[src/rtl/core/rtdct_pkg.sv]
package rtdct_pkg;

  // Square-root chain geometry: 62-bit radicand, one root bit per cell
  localparam int ROOT_W = 31;
  localparam int RAD_W  = 2 * ROOT_W;
  localparam int REM_W  = ROOT_W + 2;

  // Pipeline depth around the root chain
  localparam int FRONT_STG = 3;
  localparam int SCALE_STG = 3;
  localparam int TEMP_W    = 21;

  // Discriminant terms: N = K_SUM * 2^code_bits - B_TERM * code * rref
  localparam logic [63:0] K_SUM  = 64'd17584808890000;
  localparam logic [63:0] B_TERM = 64'd1443750000;

  // Root to temperature: t = round((A_SCALED - S) / DIV_ROUND)
  localparam logic signed [32:0] A_SCALED    = 33'sd2001049600;
  localparam logic [31:0]        DIV_ROUND   = 32'd2310;
  localparam logic [31:0]        DIV_HALF    = 32'd1155;
  localparam logic [63:0]        RECIP       = 64'd3807832477;
  localparam int                 RECIP_SHIFT = 43;

  // Configuration register indexes
  localparam logic [1:0] REG_REF_RES = 2'd0;
  localparam logic [1:0] REG_CORR_EN = 2'd1;

  // Calibration windows, inclusive bounds in 1/256 degree C
  localparam int NUM_WIN = 16;

  localparam logic signed [TEMP_W-1:0] WIN_LO [NUM_WIN] = '{
    -21'sd32256, -21'sd26112, -21'sd19712, -21'sd13312, -21'sd6784, -21'sd384,
    21'sd6144, 21'sd12800, 21'sd19456, 21'sd25856, 21'sd32768, 21'sd39680,
    21'sd46592, 21'sd52736, 21'sd60416, 21'sd67328
  };

  localparam logic signed [TEMP_W-1:0] WIN_HI [NUM_WIN] = '{
    -21'sd31744, -21'sd25344, -21'sd19200, -21'sd12800, -21'sd6272, 21'sd512,
    21'sd6656, 21'sd13312, 21'sd19968, 21'sd26624, 21'sd33280, 21'sd40064,
    21'sd46976, 21'sd54272, 21'sd60928, 21'sd67891
  };

  localparam logic signed [TEMP_W-1:0] WIN_ADD [NUM_WIN] = '{
    21'sd161, 21'sd256, 21'sd282, 21'sd261, 21'sd210, 21'sd0,
    21'sd205, 21'sd243, 21'sd192, 21'sd161, 21'sd46, 21'sd154,
    21'sd251, 21'sd294, 21'sd474, 21'sd320
  };

  // Windows that force the temperature to zero (the one around 0 degrees)
  localparam logic [NUM_WIN-1:0] WIN_ZERO = 16'h0020;

endpackage

[src/rtl/core/rtdct_front.sv]
module rtdct_front import rtdct_pkg::*; #(
  parameter int CODE_BITS = 15
) (
  input  logic                 clk,
  input  logic [FRONT_STG-1:0] en,
  input  logic [15:0]          rtd_register,
  input  logic [15:0]          ref_res,
  output logic [RAD_W-1:0]     rad_r,
  output logic                 flag_r
);

  localparam int QW  = CODE_BITS + 16;
  localparam int SHL = 18 - CODE_BITS;
  localparam logic [63:0] K_SH = K_SUM << CODE_BITS;

  logic [CODE_BITS-1:0] code;
  logic [QW-1:0]        q_r, q_nxt;
  logic [63:0]          bq_r, bq_nxt;
  logic signed [63:0]   disc;
  logic [63:0]          disc_sh;
  logic [RAD_W-1:0]     rad_nxt;
  logic                 flag_nxt;

  // Drop the fault bit
  assign code = rtd_register[15 -: CODE_BITS];

  always_comb begin
    q_nxt    = QW'(code) * QW'(ref_res);
    bq_nxt   = 64'(q_r) * B_TERM;
    disc     = signed'(K_SH - bq_r);
    disc_sh  = 64'(disc) << SHL;
    flag_nxt = disc[63];
    rad_nxt  = flag_nxt ? '0 : disc_sh[RAD_W-1:0];
  end

  always_ff @(posedge clk) begin
    if (en[0]) begin
      q_r <= q_nxt;
    end
    if (en[1]) begin
      bq_r <= bq_nxt;
    end
    if (en[2]) begin
      rad_r  <= rad_nxt;
      flag_r <= flag_nxt;
    end
  end

endmodule

[config.mk]
export PLATFORM = sky130hd
export DESIGN_NAME = rtdct_front
export DESIGN_NICKNAME = d
export VERILOG_FILES = /design/src/rtl/core/rtdct_pkg.sv /design/src/rtl/core/rtdct_front.sv
export SDC_FILE = /design/constraint.sdc
export NUM_CORES = 2
export LEC_CHECK = 0
export BUFFER_PORTS_ARGS = -buffer_cell sky130_fd_sc_hd__clkbuf_2
export CORE_ASPECT_RATIO = 0.8
export CORE_MARGIN = 2
export CORE_UTILIZATION = 24
export CTS_CLUSTER_SIZE = 16
export DETAILED_ROUTE_END_ITERATION = 10
export GPL_ROUTABILITY_DRIVEN = 0
export PLACE_DENSITY_LB_ADDON = 0.25
export REMOVE_ABC_BUFFERS = 1
export SLEW_MARGIN = 40
export SYNTH_ARGS = -nofsm -noshare
export SYNTH_HDL_FRONTEND = slang
export SYNTH_SLANG_ARGS = --single-unit
[constraint.sdc]
create_clock -name clk -period 14.2 [get_ports clk]
set_input_delay 0 -clock clk [delete_from_list [all_inputs] [get_ports clk]]
set_output_delay 0 -clock clk [all_outputs]
set_load 0.05 [all_outputs]
==> metrics.cfg <==
[grt]
grtUsageTotal_pct = 11.7
grt_remaining_overflow = 0
grt_pass1_wl_um = 107000
grt_antenna_before_repair = 0
grt_max_degree = 59
grt_pass1_vias = 18716

[clock_tree]
cts_buffers = 17
worstSkewPairLatency_ns = 0.48
cts.sinks = 145
cts_hold_buf = 0
clockBufferDepth = 2
clk_pin_slew_worst_paths_ns = 0.07
post_cts_buffers = 0
cts_resized = 0
cts_tree = done
cts_htree_levels = 4
cts-root-buf = clkbuf_16

[synthesis]
synth_ff_type = edfxtp_1
synth_edf_count = 145
synth_cells = 2778
synth-seq-cells = 145
ys_types = 68
synth.cell_area_um2 = 27400
synthArstFlopShare_pct = 0
synth_warnings = 0
ys_seq_area_share_pct = 15.9
synth.avg_cell_area_um2 = 9.88

[floorplanning]
die_y_um = 306
rows = 110
dieArea_um2 = 117000
dieWidth_um = 382
start_util_pct = 24.3
coreArea_um2 = 113000
ios = 99

[sta]
finalClockSkew_ns = 0.0112
fmax_mhz = 136
slew_headroom_pct = 46.7
period_needed_ns = 7.37
setup_tns_ns = 0
finalSetupViolCount = 0
max_slew.worst_pin.slew_ns = 0.780
maxSlewViolCount = 0
finalHoldViolCount = 0
timing.final.crit_share_pct = 51.9
grt_setup_unrepaired = false

[layout]
num-nets-final = 3765
antenna_cells = 0
area_delta_synth_final_pct = 9.77
num-fill-cells = 12176
drive_gt1_share_pct = 4.75
fin_area_um2 = 30100
stdcell_count = 4356

[drt]
ant_nets = 0
firstDrtPassIters = 5
wl_per_cell_um = 15.1
via_per_inst = 4.07
drc = 0
drt-total-wl_um = 65900
drt_iter0_markers = 760
vias = 17710

[worst_setup_path]
reg2reg_slack_ns = 6.83
cp-start-kind = register
critical_path_class = reg -> reg
crit_fanout = 8
required_ns = 14.42
cp.arrival_ns = 7.59
cp-end-kind = register

[place]
dp_hpwl_um = 56200
placed_cells = 4324
placed_area_um2 = 29500
io_buffers = 90

[job]
cap_violations = 0

[outcome]
status = complete, no violations

[min_path]
hp-class = in -> reg

[cells in the mapped netlist (10+ instances only)]
cell	n	area, um^2
nand3_1	30	150
xor2_1	57	499
o21a_1	14	105
nor2_1	106	398
xnor2_1	70	613
clkbuf_1	52	195
edfxtp_1	145	4350
o21ai_0	51	255
and2_1	103	644
fa_1	438	8770
a21oi_1	94	470
nand2_1	210	788
inv_1	704	2640
ha_1	460	5760
a21o_1	49	368
o21bai_1	16	120
nor4_1	10	62.6
nand4_1	10	62.6
nor3_1	17	85.1
[area by class of cell]
cell class                 instances  area [um^2]  share of cell area [%]
multi-input combinational       1870        20200                    67.0
sequential                       145         4350                    14.5
inverter                         705         2650                    8.78
tap                             1512         1890                    6.28
timing repair buffer              92          465                    1.54
clock buffer                      17          425                    1.41
clock inverter                    15          169                   0.561
[kinds of logic after synthesis]
family,synth area share (%)
AO/OA/AOI/OAI,6.98
buffers and inverters,10.7
flip-flops,15.9
AND/OR/NAND/NOR,9.47
XOR/XNOR,4.05
other,0.0137
adder cells (fa/ha/maj),52.9
[worst max-delay path, cell delays in order, from the launching register on]
cell and delay (ns):
edfxtp_1 0.66, fa_1 0.68, inv_1 0.07, fa_1 0.49, inv_1 0.04, ha_1 0.26
inv_1 0.05, fa_1 0.49, inv_1 0.05, fa_1 0.48, fa_1 0.49, inv_1 0.05
fa_1 0.47, inv_1 0.04, ha_1 0.38, a21oi_1 0.26, o21ai_0 0.18, a221oi_1 0.41
o32ai_1 0.15, nor3_1 0.47, o31a_1 0.27, o21ai_0 0.14, a221o_1 0.35, xor2_1 0.15
[per-layer routing]
layer	track usage (%)	wire length [um]
met5	0	0
met4	2.11	555
met3	1.52	2430
met2	16.6	25600
met1	18.7	37300
[flip-flops by register name, indices dropped and copies added (netlist names)]
register,count
bq_r,58
flag_r,1
q_r,31
rad_r,55
[worst paths after layout]
| check | from | end | cells after the start |
|---|---|---|---|
| worst max register to register | q_r[12] | bq_r[60] | 23 |
| worst min-delay path | rtd_register[1] | q_r[0] | 2 |
| worst max-delay path | q_r[12] | bq_r[60] | 23 |
| worst min register to register | bq_r[58] | rad_r[61] | 1 |
[through the flow]
step,hold slack [ns],util [%],setup slack (ns)
2_1_floorplan,0.112,-,7.74
4_1_cts,0.104,26.7,6.77
5_1_grt,0.169,26.7,6.46
3_5_place_dp,0.561,26.1,6.79
6_report,0.143,26.7,6.83
3_3_place_gp,0.560,26.1,6.81
[placed cells by master, fill, tap and decap left out, drive strengths merged, types with 4 or more instances in the layout]
master | synthesis | final
nand4 | 10 | 10
o21bai | 16 | 16
or3 | 8 | 8
clkinv | 0 | 5
xnor2 | 70 | 70
nor2b | 8 | 8
fa | 438 | 438
o21ai | 53 | 53
conb | 1 | 7
a211oi | 8 | 8
a211o | 6 | 6
nand2 | 210 | 210
clkbuf | 53 | 107
nand3 | 30 | 30
inv | 705 | 713
a21oi | 96 | 96
nor3 | 17 | 17
and4 | 6 | 6
and2 | 104 | 104
nor2 | 106 | 106
a21o | 49 | 49
xor2 | 57 | 57
or4 | 5 | 5
o21a | 14 | 14
nor4 | 10 | 10
a21boi | 6 | 6
and3 | 10 | 10
ha | 460 | 460
a31oi | 8 | 8
o31a | 8 | 8
nand2b | 6 | 6
o311ai | 4 | 4
edfxtp | 145 | 145
Power is not shown: default switching activity piles up to over one toggle a cycle in this logic, so the estimate is an artifact.
