`config.mk`:
```
export PLATFORM = sky130hd
export DESIGN_NAME = rtdct_sqrt_cell
export DESIGN_NICKNAME = d
export VERILOG_FILES = /design/src/rtl/core/rtdct_pkg.sv /design/src/rtl/core/rtdct_sqrt_cell.sv
export SDC_FILE = /design/constraint.sdc
export NUM_CORES = 1
export LEC_CHECK = 0
export ABC_AREA = 1
export BUFFER_PORTS_ARGS = -buffer_cell sky130_fd_sc_hd__buf_2
export CORE_ASPECT_RATIO = 1.75
export CORE_MARGIN = 4
export CORE_UTILIZATION = 47
export CTS_BUF_LIST = sky130_fd_sc_hd__clkbuf_4 sky130_fd_sc_hd__clkbuf_8
export DETAILED_ROUTE_END_ITERATION = 12
export PLACE_DENSITY_LB_ADDON = 0.15
export REMOVE_ABC_BUFFERS = 1
export SLEW_MARGIN = 20
export SYNTH_ARGS = -nofsm -noshare
export SYNTH_HDL_FRONTEND = slang
export SYNTH_SLANG_ARGS = --single-unit
```
`constraint.sdc`:
```
create_clock -name clk -period 1.68 [get_ports clk]
set_input_delay 0.252 -clock clk [delete_from_list [all_inputs] [get_ports clk]]
set_output_delay 0.252 -clock clk [all_outputs]
set_load 0.005 [all_outputs]
```
`src/rtl/core/rtdct_pkg.sv`:
```
package rtdct_pkg;

  // Square-root chain geometry: 62-bit radicand, one root bit per cell
  localparam int ROOT_W = 31;
  localparam int RAD_W  = 2 * ROOT_W;
  localparam int REM_W  = ROOT_W + 2;

  // Pipeline depth around the root chain
  localparam int FRONT_STG = 3;
  localparam int SCALE_STG = 3;
  localparam int TEMP_W    = 21;

  // Discriminant terms: N = K_SUM * 2^code_bits - B_TERM * code * rref
  localparam logic [63:0] K_SUM  = 64'd17584808890000;
  localparam logic [63:0] B_TERM = 64'd1443750000;

  // Root to temperature: t = round((A_SCALED - S) / DIV_ROUND)
  localparam logic signed [32:0] A_SCALED    = 33'sd2001049600;
  localparam logic [31:0]        DIV_ROUND   = 32'd2310;
  localparam logic [31:0]        DIV_HALF    = 32'd1155;
  localparam logic [63:0]        RECIP       = 64'd3807832477;
  localparam int                 RECIP_SHIFT = 43;

  // Configuration register indexes
  localparam logic [1:0] REG_REF_RES = 2'd0;
  localparam logic [1:0] REG_CORR_EN = 2'd1;

  // Calibration windows, inclusive bounds in 1/256 degree C
  localparam int NUM_WIN = 16;

  localparam logic signed [TEMP_W-1:0] WIN_LO [NUM_WIN] = '{
    -21'sd32256, -21'sd26112, -21'sd19712, -21'sd13312, -21'sd6784, -21'sd384,
    21'sd6144, 21'sd12800, 21'sd19456, 21'sd25856, 21'sd32768, 21'sd39680,
    21'sd46592, 21'sd52736, 21'sd60416, 21'sd67328
  };

  localparam logic signed [TEMP_W-1:0] WIN_HI [NUM_WIN] = '{
    -21'sd31744, -21'sd25344, -21'sd19200, -21'sd12800, -21'sd6272, 21'sd512,
    21'sd6656, 21'sd13312, 21'sd19968, 21'sd26624, 21'sd33280, 21'sd40064,
    21'sd46976, 21'sd54272, 21'sd60928, 21'sd67891
  };

  localparam logic signed [TEMP_W-1:0] WIN_ADD [NUM_WIN] = '{
    21'sd161, 21'sd256, 21'sd282, 21'sd261, 21'sd210, 21'sd0,
    21'sd205, 21'sd243, 21'sd192, 21'sd161, 21'sd46, 21'sd154,
    21'sd251, 21'sd294, 21'sd474, 21'sd320
  };

  // Windows that force the temperature to zero (the one around 0 degrees)
  localparam logic [NUM_WIN-1:0] WIN_ZERO = 16'h0020;

endpackage

```
`src/rtl/core/rtdct_sqrt_cell.sv`:
```
module rtdct_sqrt_cell import rtdct_pkg::*; (
  input  logic              clk,
  input  logic              en,
  input  logic [REM_W-1:0]  rem_in,
  input  logic [ROOT_W-1:0] root_in,
  input  logic [RAD_W-1:0]  rad_in,
  input  logic              flag_in,
  output logic [REM_W-1:0]  rem_r,
  output logic [ROOT_W-1:0] root_r,
  output logic [RAD_W-1:0]  rad_r,
  output logic              flag_r
);

  logic [REM_W+1:0]  rem_sh;
  logic [REM_W+1:0]  trial;
  logic [REM_W+1:0]  diff;
  logic              ge;
  logic [REM_W-1:0]  rem_nxt;
  logic [ROOT_W-1:0] root_nxt;
  logic [RAD_W-1:0]  rad_nxt;

  // One restoring step: bring down two radicand bits, try root*4+1
  always_comb begin
    rem_sh   = {rem_in, rad_in[RAD_W-1 -: 2]};
    trial    = (REM_W+2)'({root_in, 2'b01});
    ge       = rem_sh >= trial;
    diff     = rem_sh - trial;
    rem_nxt  = ge ? diff[REM_W-1:0] : rem_sh[REM_W-1:0];
    root_nxt = {root_in[ROOT_W-2:0], ge};
    rad_nxt  = {rad_in[RAD_W-3:0], 2'b00};
  end

  always_ff @(posedge clk) begin
    if (en) begin
      rem_r  <= rem_nxt;
      root_r <= root_nxt;
      rad_r  <= rad_nxt;
      flag_r <= flag_in;
    end
  end

endmodule

```
==> results.py, run 1 <==
metrics = {
    "global_route": {
        "grt_pass1_vias": 7411,
        "groute.usage.overall": 0.276,
        "grt_pass1_wl_um": 36100,
        "antenna_found_initial": 2,
        "grt_max_degree": 36,
        "grt-ovfl-total": 0,
    },
    "worst_setup_path": {
        "worst-endpoint-required_ns": 1.88,
        "highest_delay_cell_along_the_critical_path": "ha_4",
        "cp-startpoint": "rem_in[19]",
        "maximum_fanout_along_the_worst_path": 7,
        "critical_path.cell_chain": "buf_2, ha_4, nand2_2, nor2_1, buf_4, nand2_4, nor2_2, nand2_1, nand3_2, nor2_4, nand2_8, buf_12, nand2_2, nand2_1",
        "critPathCapture": "rem_r[10]",
        "crit_path_end_kind": "flip-flop",
        "worstSetupStartpointType": "input pin",
        "worst-endpoint-arrival_ns": 1.84,
        "path_class": "in -> reg",
        "critPathMaxStageDelay_ns": 0.25,
    },
    "min_path": {
        "hp_class": "in -> reg",
        "worst_hold_path.num_cells": 1,
    },
    "clock_tree": {
        "path_clk_slew_ns": 0.09,
        "cts_max_path_buffers": 2,
        "cts_root_buffer": "clkbuf_8",
        "cts_tree": "built",
        "cts_sink_count": 125,
        "h-tree-depth": 4,
        "total_clock_buffers_created_by_cts": 17,
    },
    "logic_synthesis": {
        "synth.cell_area_um2": 7090,
        "count_of_flip_flops_with_a_built_in_enable_after_synthesis": 125,
        "yosys-top-cells-area": "edfxtp_1 (53%), nand2_1 (15%), inv_1 (8.3%)",
        "synth-warning-count": 0,
        "ys_seq_area_frac": 0.529,
        "post-synth-top-area-cell": "edfxtp_1",
        "portion_of_synthesized_cell_area_occupied_by_the_leading_cell_type": 0.529,
        "ys_types": 32,
        "syn_area_per_cell_um2": 8.70,
        "synthMostInstantiatedCell": "nand2_1",
        "ys_top_cells_by_count": "nand2_1 (291), inv_1 (156), edfxtp_1 (125)",
        "synth-async-reset-ratio": 0,
        "postSynthRegisterBits": 125,
        "post_synth_inst_count": 815,
        "ys_dominant_reg_cell": "edfxtp_1",
    },
    "power": {
        "post-layout-total-power_mw": 9.17,
        "vdd_ir_drop_max_uv": 504,
        "power.static_leakage_nw": 5.91,
        "powerDensity_nw_per_um2": 782,
    },
    "die": {
        "chipWidth_um": 101,
        "rows": 59,
        "core_um2": 14800,
        "ios": 256,
        "area_of_the_die_um2": 17200,
        "die_h_um": 170,
        "initial_core_util": 0.478,
    },
    "timing": {
        "slew_viol_final": 0,
        "grt_setup_unrepaired": "yes",
        "layout_min_cycle_time_ns": 1.64,
        "final.hold.worst_slack_ns": 0.00953,
        "postLayoutSetupSlackWorst_ns": 0.0429,
        "setup-tns-final_ns": 0,
        "peak_clock_frequency_supported_by_timing_mhz": 611,
        "fin_crit_sh": 0.974,
        "setup_viol": 0,
        "report.final.hold_viol_count": 0,
    },
    "routing": {
        "drc_errors": 0,
        "first_pass_iters": 7,
        "routed-via-count": 7335,
        "drtAntennaViolNets": 0,
        "drtIter0Drc": 381,
        "detail_route.wl_per_cell_um": 16.8,
        "postRouteWirelength_um": 25300,
        "detail_route.vias_per_cell": 4.85,
    },
    "run": {
        "drv_cap": 0,
    },
    "final_layout": {
        "nNetsFinal": 1476,
        "final_cells": 1513,
        "stdcell_area_um2": 11700,
        "areaGrowthSynthToFinish_pct": 65.4,
        "final_core_area_utilization": 0.790,
        "layout-drive-gt1-share": 0.442,
    },
    "outcome": {
        "status": "finished, final reports clean",
    },
    "place": {
        "placement.io_buffers": 253,
        "placedCellCount": 1379,
        "globalplace.congestion": 0.971,
        "detailed_place.area_um2": 9660,
        "dp_slack_ns": -0.649,
        "place_hpwl_um": 17700,
    },
}
[power by group]
part           total (mW)  switching (mW)  internal, mW
combinational        2.66            1.36          1.31
clock                2.62            1.51          1.10
sequential           3.89          0.0888          3.80
[per-layer routing]
metal | routed length [µm] | GRT usage
met4 | 1250 | 0.153
met5 | 0 | 0
met1 | 7820 | 0.254
met3 | 1800 | 0.0505
met2 | 14500 | 0.544
[critical path, delay by kind of cell]
family	cells	cell delay [ns]
and+or+nand+nor	10	0.89
buffers and inverters	3	0.44
adders and majority gates	1	0.25
[layout make-up]
cell class                 count  area (µm²)
multi-input combinational    516        3310
clock buffer                  17         234
fill                         978        3110
inverter                     165         619
tap                          183         229
sequential                   125        3750
timing repair buffer         489        3430
antenna                        3        7.51
clock inverter                15         144
[cell usage in the layout (no fill, tap or decap), drive strengths merged]
cell type,count
buf,401
nand3b,9
nor2,43
nand3,74
and3,1
xor2,13
and2,3
o21ai,1
a21oi,20
edfxtp,125
o21bai,1
or2,1
ha,33
nand4,5
clkinvlp,1
clkbuf,19
conb,2
a211oi,1
nand2b,1
dlygate4sd3,86
nor3,9
nand2,298
diode,3
clkinv,3
inv,176
xnor2,1
[state kept, by name, indices dropped and copies added, names as in the netlist]
name,flops
rem_r,33
rad_r,60
root_r,31
flag_r,1
[cell families (layout without fill, tap and decap cells)]
logic type	after synthesis	after routing	share of synthesized area
AND/OR/NAND/NOR	443	444	0.277
XOR/XNOR	14	14	0.0173
other	1	5	0.000529
adder cells (fa/ha/maj)	33	33	0.0582
buffers and inverters	176	686	0.100
flip-flops	125	125	0.529
AO/OA/AOI/OAI	23	23	0.0169
[worst min path at each step]
stage                            to  startpoint
after floorplan              flag_r     flag_in
after global placement    rad_r[46]  rad_in[44]
after detailed placement  rad_r[33]  rad_in[31]
after CTS                 root_r[6]  root_in[5]
after global routing       rad_r[4]   rad_in[2]
final                      rad_r[2]   rad_in[0]
[what timing repair did]
action | in CTS | in global routing
hold buffers | 85 | 1
setup endpoints to repair | 34 | 34
gates resized for setup | 20 | 112
endpoints found under the hold margin | 85 | 1
buffers inserted | 4 | 7
pin swaps | 4 | 18
gates cloned | 1 | 2
Note: power is estimated with default switching activity, not from simulation.
==> inputs of run 2 (changes only) <==
--- a/config.mk
+++ b/config.mk
@@ -9,11 +9,12 @@
 export BUFFER_PORTS_ARGS = -buffer_cell sky130_fd_sc_hd__buf_2
 export CORE_ASPECT_RATIO = 1.75
 export CORE_MARGIN = 4
-export CORE_UTILIZATION = 47
+export CORE_UTILIZATION = 52
 export CTS_BUF_LIST = sky130_fd_sc_hd__clkbuf_4 sky130_fd_sc_hd__clkbuf_8
 export DETAILED_ROUTE_END_ITERATION = 12
 export PLACE_DENSITY_LB_ADDON = 0.15
 export REMOVE_ABC_BUFFERS = 1
+export SKIP_LAST_GASP = 1
 export SLEW_MARGIN = 20
 export SYNTH_ARGS = -nofsm -noshare
 export SYNTH_HDL_FRONTEND = slang
==> constraint.sdc (replaced) <==
create_clock -name clk -period 1.62 [get_ports clk]
set_input_delay 0.243 -clock clk [delete_from_list [all_inputs] [get_ports clk]]
set_output_delay 0.243 -clock clk [all_outputs]
set_load 0.005 [all_outputs]
==> results.py, run 2 (synthesis gave the netlist of run 1 again) <==
metrics = {
    "outcome": {
        "status": "finished, violations left",
        "failed_checks": "design-rule violations, negative setup slack",
    },
    "place": {
        "detailed_place.area_um2": 9580,
        "dp_slack_ns": -0.649,
        "globalplace.congestion": 0.979,
        "placedCellCount": 1361,
        "placement.io_buffers": 253,
        "place_hpwl_um": 18100,
    },
    "final_layout": {
        "largest-register": "rad_r",
        "areaGrowthSynthToFinish_pct": 72.3,
        "biggest_regs": "rad_r x60, rem_r x33, root_r x31",
        "stdcell_area_um2": 12200,
        "final_cell_mix": "buf_2 (245), nand2_1 (216), buf_4 (133), inv_1 (128), edfxtp_1 (125)",
        "nNetsFinal": 1476,
        "final_cells": 1503,
        "layout-drive-gt1-share": 0.503,
        "mostFrequentLayoutCell": "buf_2",
        "largest_register_ffs": 60,
    },
    "clock_tree": {
        "cts_sink_count": 125,
        "cts_root_buffer": "clkbuf_8",
        "h-tree-depth": 4,
        "cts_max_path_buffers": 2,
        "total_clock_buffers_created_by_cts": 17,
        "cts_tree": "built",
        "path_clk_slew_ns": 0.10,
    },
    "worst_setup_path": {
        "worst-endpoint-required_ns": 1.84,
        "maximum_fanout_along_the_worst_path": 7,
        "worst-endpoint-arrival_ns": 2.22,
        "crit_path_end_kind": "flip-flop",
        "path_class": "in -> reg",
        "worstSetupStartpointType": "input pin",
    },
    "power": {
        "post-layout-total-power_mw": 10.4,
        "powerDensity_nw_per_um2": 850,
        "vdd_ir_drop_max_uv": 694,
        "power.static_leakage_nw": 6.01,
    },
    "die": {
        "ios": 256,
        "chipWidth_um": 96.3,
        "initial_core_util": 0.530,
        "core_um2": 13400,
        "die_h_um": 162,
        "rows": 56,
        "area_of_the_die_um2": 15600,
    },
    "timing": {
        "max_slew.worst_pin.slew_ns": 0.572,
        "setup_viol": 34,
        "fin_crit_sh": 1.23,
        "worst_slew_margin_rel": 0.618,
        "setup-tns-final_ns": -9.20,
        "postLayoutSetupSlackWorst_ns": -0.380,
        "peak_clock_frequency_supported_by_timing_mhz": 500,
        "slew_viol_final": 0,
        "report.final.hold_viol_count": 0,
        "grt_setup_unrepaired": "yes",
        "layout_min_cycle_time_ns": 2.00,
    },
    "routing": {
        "routed-via-count": 8951,
        "drtAntennaViolNets": 0,
        "drtIter0Drc": 1187,
        "detail_route.wl_per_cell_um": 25.0,
        "detail_route.vias_per_cell": 5.96,
        "postRouteWirelength_um": 37600,
        "drc_errors": 2,
        "first_pass_iters": 12,
    },
    "min_path": {
        "hp_class": "in -> reg",
    },
    "global_route": {
        "grt_pass1_wl_um": 42600,
        "grt_max_degree": 32,
        "groute.usage.overall": 0.369,
        "grt-ovfl-total": 0,
        "antenna_found_initial": 3,
        "grt_pass1_vias": 8301,
    },
    "run": {
        "drv_cap": 0,
    },
}
## run 2: power breakdown
part,switching (mW),total (mW),internal [mW]
sequential,0.119,4.06,3.94
clock,1.59,2.98,1.40
combinational,1.87,3.33,1.46
total,3.58,10.4,6.80
## run 2: worst paths after layout
path,startpoint,slack (ns),cells past startpoint,endpoint
max,root_in[4],-0.38,16,rem_r[13]
min,root_in[27],0.04,2,root_r[28]
## run 2: metrics by stage
| step | hold slack [ns] | util |
|---|---|---|
| 6_report | 0.0394 | 0.913 |
| 5_1_grt | 0.0379 | 0.913 |
| 4_1_cts | 0.0555 | 0.851 |
| 3_5_place_dp | 0.421 | 0.716 |
| 3_3_place_gp | 0.419 | 0.716 |
| 2_1_floorplan | 0.342 | - |
## run 2: what timing repair did
item | CTS | global route
hold endpoints to repair | 87 | 0
hold buffers | 87 | 0
resized for setup | 77 | 178
setup buffers | 5 | 12
pin swaps | 8 | 55
cloned | 2 | 2
setup endpoints to repair | 34 | 33
## run 2: metal layers
layer	GRT usage	vias to the layer above	part of all wire
met5	0	-	0
met4	0.271	0	0.12
met3	0.0874	408	0.13
met2	0.679	982	0.47
met1	0.333	3972	0.28
li1	-	3589	-
## run 2: critical path: stages
cell	delay, ns
buf_2	0.11
inv_2	0.07
ha_4	0.21
nand2_2	0.09
nand2_2	0.14
inv_1	0.09
nand2_1	0.08
nand2_1	0.15
nand2_1	0.12
nand2_2	0.12
nand3_4	0.11
nand2_8	0.13
nand2_8	0.11
clkbuf_16	0.20
nand2_1	0.10
nand2_1	0.11
## run 2: area by class of cell
type | count | area, µm²
Antenna cell | 3 | 7.51
Clock buffer | 17 | 234
Clock inverter | 14 | 163
Fill cell | 519 | 1170
Inverter | 165 | 629
Multi-Input combinational cell | 516 | 3690
Sequential cell | 125 | 3750
Tap cell | 174 | 218
Timing Repair Buffer | 489 | 3520
